$ cat config.mk
export PLATFORM = sky130hd
export DESIGN_NAME = base64_stream_encoder_top
export DESIGN_NICKNAME = d
export VERILOG_FILES = /design/src/sv/b64e_pkg.sv /design/src/sv/base64_stream_encoder_top.sv /design/src/sv/b64e_front.sv /design/src/sv/b64e_queue.sv /design/src/sv/b64e_back.sv
export SDC_FILE = /design/constraint.sdc
export NUM_CORES = 1
export LEC_CHECK = 0
export BUFFER_PORTS_ARGS = -buffer_cell sky130_fd_sc_hd__buf_2
export CORE_MARGIN = 1
export CORE_UTILIZATION = 35
export DETAILED_ROUTE_END_ITERATION = 10
export GPL_TIMING_DRIVEN = 0
export PLACE_DENSITY = 0.48
export SLEW_MARGIN = 20
export SYNTH_ARGS = -nofsm -noshare
export SYNTH_HDL_FRONTEND = slang
export SYNTH_SLANG_ARGS = --single-unit
$ cat constraint.sdc
create_clock -name clk -period 2.8 [get_ports clk]
set_clock_uncertainty 0.1 [all_clocks]
set_input_delay 0.14 -clock clk [delete_from_list [all_inputs] [get_ports clk]]
set_output_delay 0.14 -clock clk [all_outputs]
set_load 0.05 [all_outputs]
$ cat src/sv/b64e_pkg.sv
// Package for the Base64 stream encoder.
// Holds the channel payload types, the job record passed front to back and the alphabet map.
// No dependencies.
package b64e_pkg;

  localparam int unsigned JobChars  = 4;
  localparam int unsigned QueueDepth = 2;

  localparam logic [6:0] PAD_CHAR   = 7'h3D;
  localparam logic [6:0] UPPER_BASE = 7'd65;  // 'A'
  localparam logic [6:0] LOWER_OFS  = 7'd71;  // 'a' - 26
  localparam logic [6:0] DIGIT_OFS  = 7'd4;   // 52 - '0'
  localparam logic [6:0] PLUS_CHAR  = 7'h2B;
  localparam logic [6:0] SLASH_CHAR = 7'h2F;

  typedef struct packed {
    logic [7:0] data_byte;
    logic       is_last;
  } in_t;

  typedef struct packed {
    logic [6:0] out_char;
    logic       out_last;
  } out_t;

  // Characters produced by one byte; cnt_m1 is the index of the final one.
  typedef struct packed {
    logic [JobChars-1:0][6:0] chars;
    logic [1:0]               cnt_m1;
    logic                     last;
  } job_t;

  typedef enum logic [2:0] {
    PH_START = 3'b001,
    PH_ONE   = 3'b010,
    PH_TWO   = 3'b100
  } phase_t;

  function automatic logic [6:0] sextet_char(input logic [5:0] v);
    logic [6:0] w;
    logic [6:0] c;
    w = {1'b0, v};
    if (v < 6'd26) begin
      c = w + UPPER_BASE;
    end else if (v < 6'd52) begin
      c = w + LOWER_OFS;
    end else if (v < 6'd62) begin
      c = w - DIGIT_OFS;
    end else if (v == 6'd62) begin
      c = PLUS_CHAR;
    end else begin
      c = SLASH_CHAR;
    end
    return c;
  endfunction

endpackage

$ cat src/sv/base64_stream_encoder_top.sv
// Top level of the Base64 stream encoder (standard alphabet, '=' padding).
// Depends on b64e_pkg, b64e_front, b64e_queue and b64e_back.
//
// Usage:
//   Input channel (in_valid / in_stall / in_data) carries one message byte per
//   transfer, with is_last set on the final byte of the message. Output channel
//   (out_valid / out_stall / out_data) carries one ASCII character per
//   transfer; out_last marks the final character of the encoded message,
//   padding included.
//   A byte yields one to four characters: one or two inside a message, and on
//   the last byte two characters plus zero to two '='.
//   A byte is written into the job queue at its transfer; its first character
//   then moves into the output register once that register is open.
//   Throughput: the output register emits one character per cycle unless the
//   receiver stalls; a byte yields 1 to 4 characters, about 4/3 on a long
//   message. The front takes a byte every cycle while the two-entry job queue
//   has room. Reset (rst, synchronous) clears the group phase, empties the
//   queue and drops out_valid. When the receiver stalls, the output character
//   holds, the queue fills, and then in_stall rises until space frees up.
module base64_stream_encoder_top (
  input  logic           clk,
  input  logic           rst,
  input  logic           in_valid,
  output logic           in_stall,
  input  b64e_pkg::in_t  in_data,
  output logic           out_valid,
  input  logic           out_stall,
  output b64e_pkg::out_t out_data
);

  logic           fq_valid, fq_stall;
  b64e_pkg::job_t fq_job;
  logic           qb_valid, qb_stall;
  b64e_pkg::job_t qb_job;

  b64e_front u_front (
    .clk       (clk),
    .rst       (rst),
    .in_valid  (in_valid),
    .in_stall  (in_stall),
    .in_data   (in_data),
    .job_valid (fq_valid),
    .job_stall (fq_stall),
    .job       (fq_job)
  );

  b64e_queue u_queue (
    .clk        (clk),
    .rst        (rst),
    .push_valid (fq_valid),
    .push_stall (fq_stall),
    .push_job   (fq_job),
    .pop_valid  (qb_valid),
    .pop_stall  (qb_stall),
    .pop_job    (qb_job)
  );

  b64e_back u_back (
    .clk       (clk),
    .rst       (rst),
    .job_valid (qb_valid),
    .job_stall (qb_stall),
    .job       (qb_job),
    .out_valid (out_valid),
    .out_stall (out_stall),
    .out_data  (out_data)
  );

  // Every accepted byte lands in the queue in the same cycle.
  a_accept_pushes: assert property (@(posedge clk) disable iff (rst)
    (in_valid && !in_stall) |-> (fq_valid && !fq_stall))
    else $error("accepted byte not written to job queue");

  // With the queue empty, a taken character leaves the output empty.
  a_drain_empty: assert property (@(posedge clk) disable iff (rst)
    (!qb_valid && out_valid && !out_stall) |=> !out_valid)
    else $error("output valid without a queued job");

  // Reset empties the output register.
  a_reset_clears: assert property (@(posedge clk)
    rst |=> !out_valid)
    else $error("output valid right after reset");

  // A stalled output never releases a job from the queue.
  a_hold_job: assert property (@(posedge clk) disable iff (rst)
    (out_valid && out_stall) |-> qb_stall)
    else $error("job released while output stalled");

endmodule

$ cat src/sv/b64e_front.sv
// Front end of the Base64 stream encoder: accepts bytes, tracks the group phase
// and builds one job of one to four characters per byte. Depends on b64e_pkg.
module b64e_front (
  input  logic           clk,
  input  logic           rst,
  input  logic           in_valid,
  output logic           in_stall,
  input  b64e_pkg::in_t  in_data,
  output logic           job_valid,
  input  logic           job_stall,
  output b64e_pkg::job_t job
);

  b64e_pkg::phase_t phase, phase_next;
  logic [3:0]       leftover, leftover_next;
  logic             take;
  logic [7:0]       b;

  assign b         = in_data.data_byte;
  assign job_valid = in_valid;
  assign in_stall  = job_stall;
  assign take      = in_valid && !job_stall;

  always_comb begin
    job.chars     = '{default: b64e_pkg::PAD_CHAR};
    job.cnt_m1    = 2'd0;
    job.last      = in_data.is_last;
    phase_next    = phase;
    leftover_next = leftover;
    unique case (phase)
      b64e_pkg::PH_ONE: begin
        job.chars[0]  = b64e_pkg::sextet_char({leftover[1:0], b[7:4]});
        phase_next    = b64e_pkg::PH_TWO;
        leftover_next = b[3:0];
        if (in_data.is_last) begin
          job.chars[1] = b64e_pkg::sextet_char({b[3:0], 2'b00});
          job.cnt_m1   = 2'd2;
        end
      end
      b64e_pkg::PH_TWO: begin
        job.chars[0]  = b64e_pkg::sextet_char({leftover, b[7:6]});
        job.chars[1]  = b64e_pkg::sextet_char(b[5:0]);
        job.cnt_m1    = 2'd1;
        phase_next    = b64e_pkg::PH_START;
        leftover_next = 4'd0;
      end
      default: begin
        job.chars[0]  = b64e_pkg::sextet_char(b[7:2]);
        phase_next    = b64e_pkg::PH_ONE;
        leftover_next = {2'b00, b[1:0]};
        if (in_data.is_last) begin
          job.chars[1] = b64e_pkg::sextet_char({b[1:0], 4'b0000});
          job.cnt_m1   = 2'd3;
        end
      end
    endcase
    // End of message: back to the start of a group.
    if (in_data.is_last) begin
      phase_next    = b64e_pkg::PH_START;
      leftover_next = 4'd0;
    end
  end

  always_ff @(posedge clk) begin
    if (rst) begin
      phase    <= b64e_pkg::PH_START;
      leftover <= 4'd0;
    end else if (take) begin
      phase    <= phase_next;
      leftover <= leftover_next;
    end
  end

endmodule

$ cat src/sv/b64e_queue.sv
// Two-entry job queue between the front and back of the Base64 encoder.
// Depends on b64e_pkg.
module b64e_queue (
  input  logic           clk,
  input  logic           rst,
  input  logic           push_valid,
  output logic           push_stall,
  input  b64e_pkg::job_t push_job,
  output logic           pop_valid,
  input  logic           pop_stall,
  output b64e_pkg::job_t pop_job
);

  b64e_pkg::job_t entries [b64e_pkg::QueueDepth];
  logic       wr_ptr, rd_ptr;
  logic [1:0] count;
  logic       push, pop;

  assign push_stall = (count == 2'(b64e_pkg::QueueDepth));
  assign pop_valid  = (count != 2'd0);
  assign pop_job    = entries[rd_ptr];
  assign push       = push_valid && !push_stall;
  assign pop        = pop_valid && !pop_stall;

  always_ff @(posedge clk) begin
    if (push) begin
      entries[wr_ptr] <= push_job;
    end
  end

  always_ff @(posedge clk) begin
    if (rst) begin
      wr_ptr <= 1'b0;
      rd_ptr <= 1'b0;
      count  <= 2'd0;
    end else begin
      if (push) begin
        wr_ptr <= ~wr_ptr;
      end
      if (pop) begin
        rd_ptr <= ~rd_ptr;
      end
      if (push && !pop) begin
        count <= count + 2'd1;
      end else if (pop && !push) begin
        count <= count - 2'd1;
      end
    end
  end

endmodule

$ cat src/sv/b64e_back.sv
// Back end of the Base64 encoder: walks the characters of each queued job and
// drives the output register one character per cycle unless stalled. Depends on b64e_pkg.
module b64e_back (
  input  logic           clk,
  input  logic           rst,
  input  logic           job_valid,
  output logic           job_stall,
  input  b64e_pkg::job_t job,
  output logic           out_valid,
  input  logic           out_stall,
  output b64e_pkg::out_t out_data
);

  logic [1:0] idx;
  logic       open;
  logic       load;
  logic       final_char;

  assign open       = !out_valid || !out_stall;
  assign load       = open && job_valid;
  assign final_char = (idx == job.cnt_m1);
  // Release the job once its final character moves into the output register.
  assign job_stall  = !(open && final_char);

  always_ff @(posedge clk) begin
    if (load) begin
      out_data.out_char <= job.chars[idx];
      out_data.out_last <= final_char && job.last;
    end
  end

  always_ff @(posedge clk) begin
    if (rst) begin
      out_valid <= 1'b0;
      idx       <= 2'd0;
    end else begin
      if (open) begin
        out_valid <= job_valid;
      end
      if (load) begin
        idx <= final_char ? 2'd0 : idx + 2'd1;
      end
    end
  end

endmodule
==> results.py <==
metrics = {
    "power_and_ir_drop": {
        "power_w": 0.00330,
        "peakVddDrop_uv": 339,
        "power_leakage_nw": 1.83,
        "seqPwrFrac_pct": 37.0,
        "clockPowerShare_pct": 27.8,
        "p_comb_share_pct": 35.1,
        "swShare_pct": 35.1,
        "power_switching_w": 0.00116,
        "power_density_mw_per_mm2": 686,
        "intPower_w": 0.00214,
    },
    "route": {
        "drtIter0Drc": 205,
        "post_drt_wl_per_cell_um": 17.2,
        "totalWireLength_um": 11100,
        "ant_nets": 0,
        "dr.pass1.iters": 7,
        "num_vias": 3532,
        "drc": 4,
        "viasPerCell": 5.49,
    },
    "timing": {
        "final.setup.tns_ns": 0,
        "tightestPinTransition_ns": 0.811,
        "fin_crit_ns": 2.60,
        "final.period_utilization_pct": 92.8,
        "max_freq_mhz": 385,
        "finalHoldViolations": 0,
        "setup_violations": 0,
        "rsz0062_at_grt": "false",
        "slew_violations": 0,
        "final.setup.worst_slack_ns": 0.201,
        "relSlewSlack_pct": 45.9,
    },
    "cts": {
        "cts.htree.levels": 3,
        "numCtsBuffers": 9,
        "path_clk_slew_ns": 0.05,
        "cts_tree": "yes",
        "cts_sinks": 57,
        "clk_latency_ns": 0.31,
        "clockBufferDepth": 2,
        "postCtsSetupRepairBufs": 0,
        "root_buffer": "clkbuf_16",
    },
    "layout": {
        "final_cells": 643,
        "area_growth_pct": 14.3,
        "drive_above_1_share_pct": 18.0,
        "multi_input_area_sq_mm": 0.00240,
        "fillCellCount": 1186,
        "final_nets": 532,
        "antenna_cells": 0,
        "regArea_sq_mm": 0.00156,
    },
    "worst_hold_path": {
        "hold_path.class": "in2reg",
    },
    "worst_setup_path": {
        "cp-start-kind": "primary input",
        "cp_max_fo": 10,
        "cp.required_ns": 2.73,
        "path_class": "in2reg",
        "critical_path_arrival_ns": 2.53,
        "setup.worst_path.end_class": "flop",
    },
    "job": {
        "cap_violations": 0,
    },
    "run_status": {
        "status": "complete, but fails checks",
        "failed_checks": "design-rule violations",
    },
    "grt": {
        "grt_max_degree": 18,
        "antenna_found_initial": 0,
        "grt_pass1_vias": 3498,
        "grt_pass1_wl_um": 18300,
        "grt_usage_pct": 18.5,
        "grt_remaining_overflow": 0,
    },
    "placed_design": {
        "pre_cts_slack_ns": -0.140,
        "gp_congestion": 0.845,
        "dp_hpwl_um": 8380,
        "placed_cells": 623,
        "port_buffers": 22,
    },
    "die": {
        "start_util_pct": 36.4,
        "die_area_sq_mm": 0.0125,
        "die_w_um": 112,
        "row_count": 39,
        "die_y_um": 112,
        "num_io_pins": 23,
        "placeableCoreArea_sq_mm": 0.0116,
    },
    "yosys": {
        "yosys_most_used_dff": "edfxtp_1",
        "postSynthCellCount": 457,
        "avgSynthCellArea_sq_um": 9.22,
        "async_flop_share_pct": 0,
        "yosysWarnings": 0,
        "seq_area_frac_synth_pct": 37.1,
        "synth-edff-count": 42,
        "netlist_area_sq_mm": 0.00421,
        "syn_nets": 494,
        "ys_ff_latch": 57,
        "synthDistinctLibCells": 69,
    },
}
power groups by stage:
stage | clock network (W) | logic (W) | registers (W)
2_1_floorplan | 0 | 0.000653 | 0.00147
6_report | 0.000919 | 0.00116 | 0.00122
5_1_grt | 0.000979 | 0.00126 | 0.00124
4_1_cts | 0.000941 | 0.00117 | 0.00123
3_3_place_gp | 0 | 0.00114 | 0.00124
3_5_place_dp | 0 | 0.00116 | 0.00124
logic make-up after synthesis:
logic type | after synthesis | share of synthesized area [%]
mux | 15 | 5.76
compound gates | 131 | 20.2
buf+inv | 50 | 6.15
simple gates | 163 | 20.2
flops | 57 | 37.1
fa+ha+maj | 24 | 7.13
xor+xnor | 17 | 3.53
placed cells by master, fill, tap and decap left out, types with 4 or more instances in the layout:
cell,count
o21ai_0,23
o221ai_1,4
nand2_1,46
nand3_1,22
dfxtp_1,15
a31oi_1,8
clkbuf_1,7
a21o_1,8
clkbuf_16,9
edfxtp_1,42
nor2b_1,5
nand2b_1,10
o211ai_1,5
o21ai_1,11
o22ai_1,4
a21oi_2,4
a21oi_1,36
or2_1,6
nor2_2,4
buf_6,7
nand4_1,4
inv_1,18
nor2_1,28
clkinv_2,5
dlygate4sd3_1,4
buf_2,39
mux2i_1,7
mux4_2,7
xnor2_1,14
nor3_1,12
ha_1,24
metrics by stage:
step | util, % | hold slack (ns) | area (sq um)
after CTS | 41.6 | 0.183 | 4810
after detailed placement | 39.1 | 0.291 | 4520
final | 41.6 | 0.196 | 4810
after floorplan | - | 0.109 | 4210
after global placement | 38.9 | 0.282 | 4500
after global routing | 41.6 | 0.216 | 4810
Yosys cell counts, drive strengths merged, types with 3 or more instances:
master	n	area (sq um)
nand2b	10	62.6
inv	18	67.6
o21ai	34	170
a21o	9	68.8
edfxtp	42	1260
xnor2	14	123
nand3	22	110
nor2	33	148
a211oi	3	22.5
a221oi	3	26.3
xor2	3	26.3
o31ai	3	22.5
o221ai	5	50.0
a21oi	40	215
a31oi	8	50.1
ha	24	300
or2	6	37.5
clkbuf	6	23.8
mux2i	7	70.1
and2	3	18.8
nand2	47	179
nor3	15	96.4
buf	25	164
o211ai	8	75.1
nor4	3	18.8
o22ai	4	25.0
mux4	7	158
nor2b	5	31.3
or3	3	23.8
dfxtp	15	300
nand4	4	25.0
per-layer routing:
| layer | wire, um | GRT usage (%) |
|---|---|---|
| met5 | 0 | 0 |
| met4 | 182 | 7.39 |
| met3 | 347 | 1.80 |
| met2 | 5400 | 31.5 |
| met1 | 5140 | 24.0 |
critical path, stage by stage:
cell and delay [ns]:
buf_2 0.13, buf_6 0.15, inv_1 0.23, ha_1 0.38
nand2b_1 0.14, buf_2 0.19, xnor2_1 0.09, ha_1 0.23
a21oi_1 0.19, o221ai_2 0.13, xnor2_1 0.14, a221oi_1 0.24
o21ai_1 0.15
path summary, 6_finish.rpt:
kind	startpoint	end	slack (ns)	cells after the start
worst max register to register	u_front.leftover[0]	u_queue.entries[0][5]	0.31	10
worst min register to register	u_queue.rd_ptr	flop	0.40	2
worst max-delay path	in_data[2]	u_queue.entries[1][14]	0.20	13
worst min-delay path	in_data[2]	u_front.leftover[1]	0.20	4
what timing repair did:
action / 4_1_cts / 5_1_grt
hold buffers: 4 / 0
hold endpoints to repair: 6 / 0
resized for setup: 0 / 0
registers in the layout (all words and copies together), names as in the netlist, named ones only:
| signal | flops |
|---|---|
| u_queue.count | 2 |
| u_queue.entries | 34 |
| u_back.out_data | 8 |
| u_front.phase | 3 |
| u_queue.rd_ptr | 1 |
| u_back.out_valid | 1 |
| u_front.leftover | 4 |
| u_back.idx | 2 |
| u_queue.wr_ptr | 1 |
layout make-up:
cell class | instances | area share [%]
plain buffers | 31 | 3.90
repair buffers | 27 | 3.35
well taps | 143 | 3.72
flip-flops and latches | 57 | 32.4
clock inverters | 5 | 0.520
multi-input cells | 350 | 49.8
inverters | 19 | 1.48
clock buffers | 11 | 4.83
No activity file was read; power rests on OpenSTA's default activity.
